**src/hw/rtl/imc_pkg.sv**
```systemverilog
// Shared types and constants for the three-level masked interrupt controller.
// No dependencies; the state, level and top-level files take names from here by scope.
`default_nettype none

package imc_pkg;

  // Number of mask words: three levels times three classes
  localparam int unsigned MASK_COUNT = 9;

  // Read-back composition of the normal status word
  localparam logic [31:0] NRM_LOW_BITS = 32'h3FFF_FFFF;
  localparam logic [31:0] EXT_ANY_BIT  = 32'h4000_0000;
  localparam logic [31:0] ERR_ANY_BIT  = 32'h8000_0000;

  // Request function codes
  typedef enum logic [2:0] {
    FUNC_RAISE        = 3'd0,
    FUNC_RAISE_BOTH   = 3'd1,
    FUNC_CANCEL       = 3'd2,
    FUNC_READ_NORMAL  = 3'd3,
    FUNC_CLEAR_NORMAL = 3'd4,
    FUNC_CLEAR_ERROR  = 3'd5,
    FUNC_WRITE_MASK   = 3'd6,
    FUNC_WRITE_EXT    = 3'd7
  } func_t;

  // Source classes, taken from source_id bits 9:8
  typedef enum logic [1:0] {
    CLS_NORMAL   = 2'd0,
    CLS_EXTERNAL = 2'd1,
    CLS_ERROR    = 2'd2,
    CLS_NONE     = 2'd3
  } cls_t;

  // One registered request
  typedef struct packed {
    func_t       func;
    logic [9:0]  source_id;
    logic        bank_select;
    logic [3:0]  mask_index;
    logic [31:0] write_data;
  } item_t;

  // The four status words
  typedef struct packed {
    logic [31:0] normal;
    logic [31:0] normal_b;
    logic [31:0] external;
    logic [31:0] error;
  } status_t;

  // Mask words, index = level*3 + class
  typedef logic [31:0] mask_arr_t [MASK_COUNT];

  // Level request lines
  typedef struct packed {
    logic level6;
    logic level4;
    logic level2;
  } levels_t;

endpackage

`default_nettype wire

```
**src/hw/rtl/imc_if.sv**
```systemverilog
// Request and response channel interfaces for the interrupt controller.
// Depends on nothing but plain logic types.
`default_nettype none

interface imc_req_if;
  logic        valid;
  logic        ready;
  logic [2:0]  func;
  logic [9:0]  source_id;
  logic        bank_select;
  logic [3:0]  mask_index;
  logic [31:0] write_data;

  modport source (output valid, func, source_id, bank_select, mask_index, write_data,
                  input ready);
  modport sink   (input valid, func, source_id, bank_select, mask_index, write_data,
                  output ready);
endinterface

interface imc_rsp_if;
  logic        valid;
  logic        ready;
  logic [31:0] read_data;
  logic        level6_pending;
  logic        level4_pending;
  logic        level2_pending;

  modport source (output valid, read_data, level6_pending, level4_pending, level2_pending,
                  input ready);
  modport sink   (input valid, read_data, level6_pending, level4_pending, level2_pending,
                  output ready);
endinterface

`default_nettype wire

```
**src/hw/rtl/imc_state.sv**
```systemverilog
// Status and mask registers with their per-request update and status read-back.
// Depends on imc_pkg.
`default_nettype none

module imc_state (
  input  wire logic               clk,
  input  wire logic               rst,
  input  wire logic               en,
  input  wire imc_pkg::item_t     item,
  input  wire logic               dual_bank_mode,
  output imc_pkg::status_t        status_next,
  output imc_pkg::mask_arr_t      masks_next,
  output logic [31:0]             read_data
);

  imc_pkg::status_t   status;
  imc_pkg::mask_arr_t masks;

  logic          second;
  imc_pkg::cls_t cls;
  logic [31:0]   bitv;

  // Decode the request fields
  assign second = dual_bank_mode & item.bank_select;
  assign cls    = imc_pkg::cls_t'(item.source_id[9:8]);
  assign bitv   = 32'd1 << item.source_id[4:0];

  // Compose the normal status read-back from the current state
  always_comb begin
    read_data = 32'd0;
    if (item.func == imc_pkg::FUNC_READ_NORMAL) begin
      read_data = (second ? status.normal_b : status.normal) & imc_pkg::NRM_LOW_BITS;
      if (status.external != 32'd0) read_data = read_data | imc_pkg::EXT_ANY_BIT;
      if (status.error != 32'd0)    read_data = read_data | imc_pkg::ERR_ANY_BIT;
    end
  end

  // Work out the state after the request
  always_comb begin
    status_next = status;
    masks_next  = masks;
    if (en) begin
      unique case (item.func)
        imc_pkg::FUNC_RAISE, imc_pkg::FUNC_RAISE_BOTH: begin
          case (cls)
            imc_pkg::CLS_NORMAL: begin
              status_next.normal = status.normal | bitv;
              if (item.func == imc_pkg::FUNC_RAISE_BOTH)
                status_next.normal_b = status.normal_b | bitv;
            end
            imc_pkg::CLS_EXTERNAL: status_next.external = status.external | bitv;
            imc_pkg::CLS_ERROR:    status_next.error    = status.error | bitv;
            default: ;
          endcase
        end
        imc_pkg::FUNC_CANCEL: begin
          case (cls)
            imc_pkg::CLS_NORMAL:   status_next.normal   = status.normal & ~bitv;
            imc_pkg::CLS_EXTERNAL: status_next.external = status.external & ~bitv;
            imc_pkg::CLS_ERROR:    status_next.error    = status.error & ~bitv;
            default: ;
          endcase
        end
        imc_pkg::FUNC_CLEAR_NORMAL: begin
          if (second) status_next.normal_b = status.normal_b & ~item.write_data;
          else        status_next.normal   = status.normal & ~item.write_data;
        end
        imc_pkg::FUNC_CLEAR_ERROR: begin
          status_next.error = status.error & ~item.write_data;
        end
        imc_pkg::FUNC_WRITE_MASK: begin
          // drop writes from the second bank and beyond the last mask word
          if (!second && item.mask_index < 4'(imc_pkg::MASK_COUNT))
            masks_next[item.mask_index] = item.write_data;
        end
        default: ;
      endcase
    end
  end

  // Hold the state
  always_ff @(posedge clk) begin
    if (rst) begin
      status <= '0;
      for (int i = 0; i < int'(imc_pkg::MASK_COUNT); i++) masks[i] <= 32'd0;
    end else begin
      status <= status_next;
      masks  <= masks_next;
    end
  end

`ifndef SYNTH
  a_reset_clears: assert property (@(posedge clk)
    rst |=> (status == '0 && masks[0] == 32'd0 && masks[8] == 32'd0))
    else $error("state not cleared by reset");

  a_cancel_keeps_bank_b: assert property (@(posedge clk) disable iff (rst)
    (en && item.func == imc_pkg::FUNC_CANCEL) |=> $stable(status.normal_b))
    else $error("cancel touched second normal bank");

  a_read_keeps_status: assert property (@(posedge clk) disable iff (rst)
    (en && item.func == imc_pkg::FUNC_READ_NORMAL) |=> $stable(status))
    else $error("status read changed status");

  a_idle_keeps_status: assert property (@(posedge clk) disable iff (rst)
    !en |=> $stable(status))
    else $error("status changed with no request applied");
`endif

endmodule

`default_nettype wire

```
**src/hw/rtl/imc_levels.sv**
```systemverilog
// Level request evaluation: OR over classes of status AND mask, per level.
// Depends on imc_pkg.
`default_nettype none

module imc_levels (
  input  wire imc_pkg::status_t   status,
  input  wire imc_pkg::mask_arr_t masks,
  output imc_pkg::levels_t        levels
);

  logic [2:0] hit;

  // Test each level against its three class masks; bank b uses the normal mask
  always_comb begin
    for (int lvl = 0; lvl < 3; lvl++) begin
      hit[lvl] = |(((status.normal | status.normal_b) & masks[lvl * 3])
                   | (status.external & masks[lvl * 3 + 1])
                   | (status.error & masks[lvl * 3 + 2]));
    end
  end

  assign levels.level2 = hit[0];
  assign levels.level4 = hit[1];
  assign levels.level6 = hit[2];

endmodule

`default_nettype wire

```
**src/hw/rtl/three_level_masked_interrupt_controller_core.sv**
```systemverilog
// Top level of the three-level masked interrupt controller.
// Depends on imc_pkg, imc_if, imc_state and imc_levels.
//
//   channel  | dir | payload
//   ---------+-----+--------------------------------------------------------
//   req      | in  | func, source_id, bank_select, mask_index, write_data
//   rsp      | out | read_data, level6_pending, level4_pending, level2_pending
//   cfg      | in  | cfg_write_en, cfg_write_data (dual_bank_mode)
//
// One request per cycle while the response side is not stalled: an input register,
// then the state update and level evaluation into the response register.
// The input register refills in the same cycle it drains, so req.ready drops
// only while a response waits and the input register is full.
// Reset (synchronous) clears all status and mask words and dual_bank_mode.
`default_nettype none

module three_level_masked_interrupt_controller_core (
  input  wire logic  clk,
  input  wire logic  rst,
  imc_req_if.sink    req,
  imc_rsp_if.source  rsp,
  input  wire logic  cfg_write_en,
  input  wire logic  cfg_write_data
);

  logic               dual_bank_mode;
  logic               s1_valid;
  imc_pkg::item_t     s1_item;
  logic               advance;
  logic               take;
  imc_pkg::status_t   status_next;
  imc_pkg::mask_arr_t masks_next;
  logic [31:0]        read_data_next;
  imc_pkg::levels_t   levels_next;

  // Handshake: move the held request on when the response register is free
  assign advance   = s1_valid & (~rsp.valid | rsp.ready);
  assign req.ready = ~s1_valid | advance;
  assign take      = req.valid & req.ready;

  // Hold the mode register
  always_ff @(posedge clk) begin
    if (rst) begin
      dual_bank_mode <= 1'b0;
    end else if (cfg_write_en) begin
      dual_bank_mode <= cfg_write_data;
    end
  end

  // Input register
  always_ff @(posedge clk) begin
    if (rst) begin
      s1_valid <= 1'b0;
    end else if (take) begin
      s1_valid <= 1'b1;
    end else if (advance) begin
      s1_valid <= 1'b0;
    end
  end

  always_ff @(posedge clk) begin
    if (take) begin
      s1_item.func        <= imc_pkg::func_t'(req.func);
      s1_item.source_id   <= req.source_id;
      s1_item.bank_select <= req.bank_select;
      s1_item.mask_index  <= req.mask_index;
      s1_item.write_data  <= req.write_data;
    end
  end

  imc_state u_state (
    .clk            (clk),
    .rst            (rst),
    .en             (advance),
    .item           (s1_item),
    .dual_bank_mode (dual_bank_mode),
    .status_next    (status_next),
    .masks_next     (masks_next),
    .read_data      (read_data_next)
  );

  imc_levels u_levels (
    .status (status_next),
    .masks  (masks_next),
    .levels (levels_next)
  );

  // Response register
  always_ff @(posedge clk) begin
    if (rst) begin
      rsp.valid <= 1'b0;
    end else if (advance) begin
      rsp.valid <= 1'b1;
    end else if (rsp.ready) begin
      rsp.valid <= 1'b0;
    end
  end

  always_ff @(posedge clk) begin
    if (advance) begin
      rsp.read_data      <= read_data_next;
      rsp.level6_pending <= levels_next.level6;
      rsp.level4_pending <= levels_next.level4;
      rsp.level2_pending <= levels_next.level2;
    end
  end

endmodule

`default_nettype wire
```
**src/flat_wrapper.sv**
```systemverilog
// flat-port wrapper written by rule: the top's interface ports become plain ports
module three_level_masked_interrupt_controller_core_flat 
  (clk, rst, cfg_write_en, cfg_write_data, req_valid, req_func, req_source_id, req_bank_select, req_mask_index, req_write_data, req_ready, rsp_valid, rsp_read_data, rsp_level6_pending, rsp_level4_pending, rsp_level2_pending, rsp_ready);
  imc_req_if req_i ();
  imc_rsp_if rsp_i ();
  input  wire logic clk;
  input  wire logic rst;
  input  wire logic cfg_write_en;
  input  wire logic cfg_write_data;
  input wire logic [$bits(req_i.valid)-1:0] req_valid;
  input wire logic [$bits(req_i.func)-1:0] req_func;
  input wire logic [$bits(req_i.source_id)-1:0] req_source_id;
  input wire logic [$bits(req_i.bank_select)-1:0] req_bank_select;
  input wire logic [$bits(req_i.mask_index)-1:0] req_mask_index;
  input wire logic [$bits(req_i.write_data)-1:0] req_write_data;
  output wire logic [$bits(req_i.ready)-1:0] req_ready;
  output wire logic [$bits(rsp_i.valid)-1:0] rsp_valid;
  output wire logic [$bits(rsp_i.read_data)-1:0] rsp_read_data;
  output wire logic [$bits(rsp_i.level6_pending)-1:0] rsp_level6_pending;
  output wire logic [$bits(rsp_i.level4_pending)-1:0] rsp_level4_pending;
  output wire logic [$bits(rsp_i.level2_pending)-1:0] rsp_level2_pending;
  input wire logic [$bits(rsp_i.ready)-1:0] rsp_ready;
  assign req_i.valid = req_valid;
  assign req_i.func = req_func;
  assign req_i.source_id = req_source_id;
  assign req_i.bank_select = req_bank_select;
  assign req_i.mask_index = req_mask_index;
  assign req_i.write_data = req_write_data;
  assign req_ready = req_i.ready;
  assign rsp_valid = rsp_i.valid;
  assign rsp_read_data = rsp_i.read_data;
  assign rsp_level6_pending = rsp_i.level6_pending;
  assign rsp_level4_pending = rsp_i.level4_pending;
  assign rsp_level2_pending = rsp_i.level2_pending;
  assign rsp_i.ready = rsp_ready;
  three_level_masked_interrupt_controller_core u_core (.clk(clk), .rst(rst), .req(req_i), .rsp(rsp_i), .cfg_write_en(cfg_write_en), .cfg_write_data(cfg_write_data));
endmodule
```
**config.mk**
```make
export PLATFORM = sky130hd
export DESIGN_NAME = three_level_masked_interrupt_controller_core_flat
export DESIGN_NICKNAME = d
export VERILOG_FILES = /design/src/hw/rtl/imc_pkg.sv /design/src/hw/rtl/imc_if.sv /design/src/hw/rtl/imc_state.sv /design/src/hw/rtl/imc_levels.sv /design/src/hw/rtl/three_level_masked_interrupt_controller_core.sv /design/src/flat_wrapper.sv
export SDC_FILE = /design/constraint.sdc
export NUM_CORES = 1
export LEC_CHECK = 0
export BUFFER_PORTS_ARGS = -buffer_cell sky130_fd_sc_hd__buf_2
export CORE_MARGIN = 4
export CORE_UTILIZATION = 46
export CTS_CLUSTER_SIZE = 28
export DETAILED_ROUTE_END_ITERATION = 8
export GPL_TIMING_DRIVEN = 0
export HOLD_SLACK_MARGIN = 0.08
export REMOVE_ABC_BUFFERS = 1
export SETUP_SLACK_MARGIN = 0.15
export SYNTH_ARGS = -nofsm -noshare
export SYNTH_HDL_FRONTEND = slang
export SYNTH_SLANG_ARGS = --single-unit
```
**constraint.sdc**
```tcl
create_clock -name clk -period 8.2 [get_ports clk]
set_input_delay 2.05 -clock clk [delete_from_list [all_inputs] [get_ports clk]]
set_output_delay 2.05 -clock clk [all_outputs]
set_load 0.01 [all_outputs]
```
==> qor.txt <==
status = complete, but fails checks
failing checks = max-capacitance violations, max-slew violations
maxcap violations = 1
Final TNS setup = 0 ns
CTS buffer count = 54
initial antenna violation count = 4
Via Count = 19.6k
DRT iter0 DRCs = 2956
most used flip-flop cell after synthesis = dfxtp_1
Vias per Instance = 6.50
final net count = 2423
max-slew headroom at the worst pin = -2.98%
die area = 0.0512 sq mm
RSZ-0062 raised after global routing = no
Post-synth EDFFs = 82
Total Wirelength = 88.7 mm
share of the synthesized area in the top cell type = 38.3%
global-route wire length before repair = 126 mm
area share of and/or/nand/nor cells after synthesis = 18.9%
post-synthesis mux area share = 12.2%
post-DP HPWL = 60.3 mm
Mapped Cells = 2391
pin count of the biggest net entering global routing = 159
Critical Path Fanout Max = 44
clock buffer depth = 3
FP Rows = 79
clock tree root driver cell = clkbuf_16
hold crit path type = reg2reg
# fillers = 4298
leading cell types by total area after synthesis = dfxtp_1, edfxtp_1, mux2i_1
area grow syn2layout = 12.4%
peak supply drop = 0.212 mV
Die Ht = 226 um
reg2reg path depth = 8
latest clock arrival within the worst-skew pair = 0.64 ns
Core Region = 0.0469 sq mm
Synth Register Bits = 501
area occupied by multi-input gates = 0.0104 sq mm
P per Cell Area = 212 mW/mm^2
Post-CTS Resized = 0
worst r2r src = u_core.s1_valid
Hold Path Sink = u_core.u_state.status[77]
library cells used by synthesis = 68
Yosys top cell by area = dfxtp_1
Design Power = 5.22 mW
gr usage total = 33.5%
worst flop-to-flop path endpoint = u_core.rsp.level4_pending
Routed WL per cell = 29.4 um
Worst Tran Pin Value = 1.54 ns
Post-Synth Adder-Cell Area = 0%
CTS tree = done
die width = 226 um
Worst Setup Start Kind = input pin
top-count cell post-synth = nor2_1
sequential share of the synthesized area = 49.5%
postcts setup bufs = 0
port buffer count = 89
Fin. Hold Viols = 0
Routed Antenna Nets = 0
Worst Hold Depth = 2
Syn. warnings = 0
top cells by count, synth = nor2_1, dfxtp_1, mux2i_1
vias in the first global route = 18.0k
layout cell share with drive strength beyond 1 = 11.9%
Synth Area in XOR/XNOR = 0.0399%
Hold-fix buffers, CTS = 0
H-tree depth = 2
drt drc = 0
clk sinks = 501
hold path startpoint = u_core.u_state.status[77]
clk slew on worst S/H paths = 0.06 ns
leak pwr = 8.51 nW
Clock Skews = 0.0326 ns
Critical Setup Path Class = in2reg
Synth Cell Area = 0.0219 sq mm
share of synthesized flip-flops with an asynchronous set or reset = 0%
DR pass1 iterations = 6
global placer's final weighted congestion = 0.974
IO Count = 93
Final period util = 89.5%
register area = 0.0109 sq mm
grt ovf = 0
largest family of logic cells by synthesized area = simple AND/OR/NAND/NOR gates
flop2flop setup slack = 1.70 ns
Setup crit end kind = register
final setup vio count = 0
fin crit period = 7.34 ns
Critical Path RT = 8.49 ns
Initial Utilization = 46.8%
Slew Limit Fails = 3
Peak Freq = 0.136 GHz
complex-gate fraction of the synthesized area = 15.6%
Crit path arrival time = 7.63 ns
Syn Area/Cell = 9.17 sq um
## per-layer routing
layer | wire length, um | track usage (%)
met4 | 4550 | 14.7
met5 | 16 | 0
met1 | 37100 | 48.2
met2 | 37600 | 49.4
met3 | 9420 | 6.27
## stage by stage
step	instances	hold WS, ns	cell area (sq um)	utilization, %	worst slack, ns
after detailed placement	2913	0.467	22900	48.8	0.0410
final	3020	0.482	24600	52.6	0.861
after CTS	3014	0.477	24600	52.5	0.692
after global placement	2886	0.461	22300	47.6	-2.17
after floorplan	2190	0.439	21100	-	1.22
after global routing	3019	0.503	24600	52.6	0.881
## cell usage in the layout (no fill, tap or decap), drive strengths merged, types with 55 or more instances in the layout
cell type and instances:
nor2b 55, a21oi 196, mux2i 216, nand2 135, buf 119, nor2 441, dfxtp 419, clkbuf 77
o22ai 88, o21ai 78, edfxtp 82
## sequential cells by signal (all words and copies together), names as in the netlist
register / cells
u_core.dual_bank_mode: 1
u_core.rsp.level2_pending: 1
u_core.rsp.level4_pending: 1
u_core.rsp.level6_pending: 1
u_core.rsp.read_data: 32
u_core.rsp.valid: 1
u_core.s1_item: 47
u_core.s1_valid: 1
u_core.u_state.masks: 288
u_core.u_state.status: 128
## where the power goes
part           total (mW)  switching [mW]  leakage (nW)  internal, mW
clock                2.41            1.06         0.851          1.35
combinational       0.193           0.143          3.48        0.0504
sequential           2.62          0.0944          4.18          2.52
## area by class of cell
type / instances / area share (%)
diodes: 1 / 0.0102
clock buffers: 75 / 6.10
clock inverters: 26 / 0.919
inverters: 3 / 0.0457
multi-input cells: 1686 / 42.1
flip-flops and latches: 501 / 44.0
well taps: 607 / 3.08
repair buffers: 121 / 3.75
## critical path, cell delays in order
cell and delay [ns]:
buf_2 0.08, nand2b_1 0.80, nand3_2 1.02, or3_1 0.65, a222oi_1 1.01, o22ai_1 0.21, or4_1 0.70, nor4_1 0.79
nand4_1 0.31
## worst max path at each step
stage	cells after the start	end	from	slack, ns
3_3_place_gp	8	u_core.rsp.level2_pending	u_core.s1_item[36]	-2.17
2_1_floorplan	8	u_core.rsp.level6_pending	rsp_ready	1.22
3_5_place_dp	9	u_core.rsp.level2_pending	rsp_ready	0.04
5_1_grt	9	u_core.rsp.level4_pending	rsp_ready	0.88
4_1_cts	9	u_core.rsp.level2_pending	rsp_ready	0.69
6_report	9	u_core.rsp.level4_pending	rsp_ready	0.86
## logic make-up (layout without fill, tap and decap cells)
| group | after synthesis | after routing |
|---|---|---|
| and+or+nand+nor | 881 | 881 |
| AOI/OAI and AO/OA | 542 | 542 |
| DFF | 501 | 501 |
| muxes | 262 | 262 |
| buffers and inverters | 204 | 225 |
| xor gates and xnor gates | 1 | 1 |
| other | 0 | 1 |
Power figures use the tool's default switching activity.
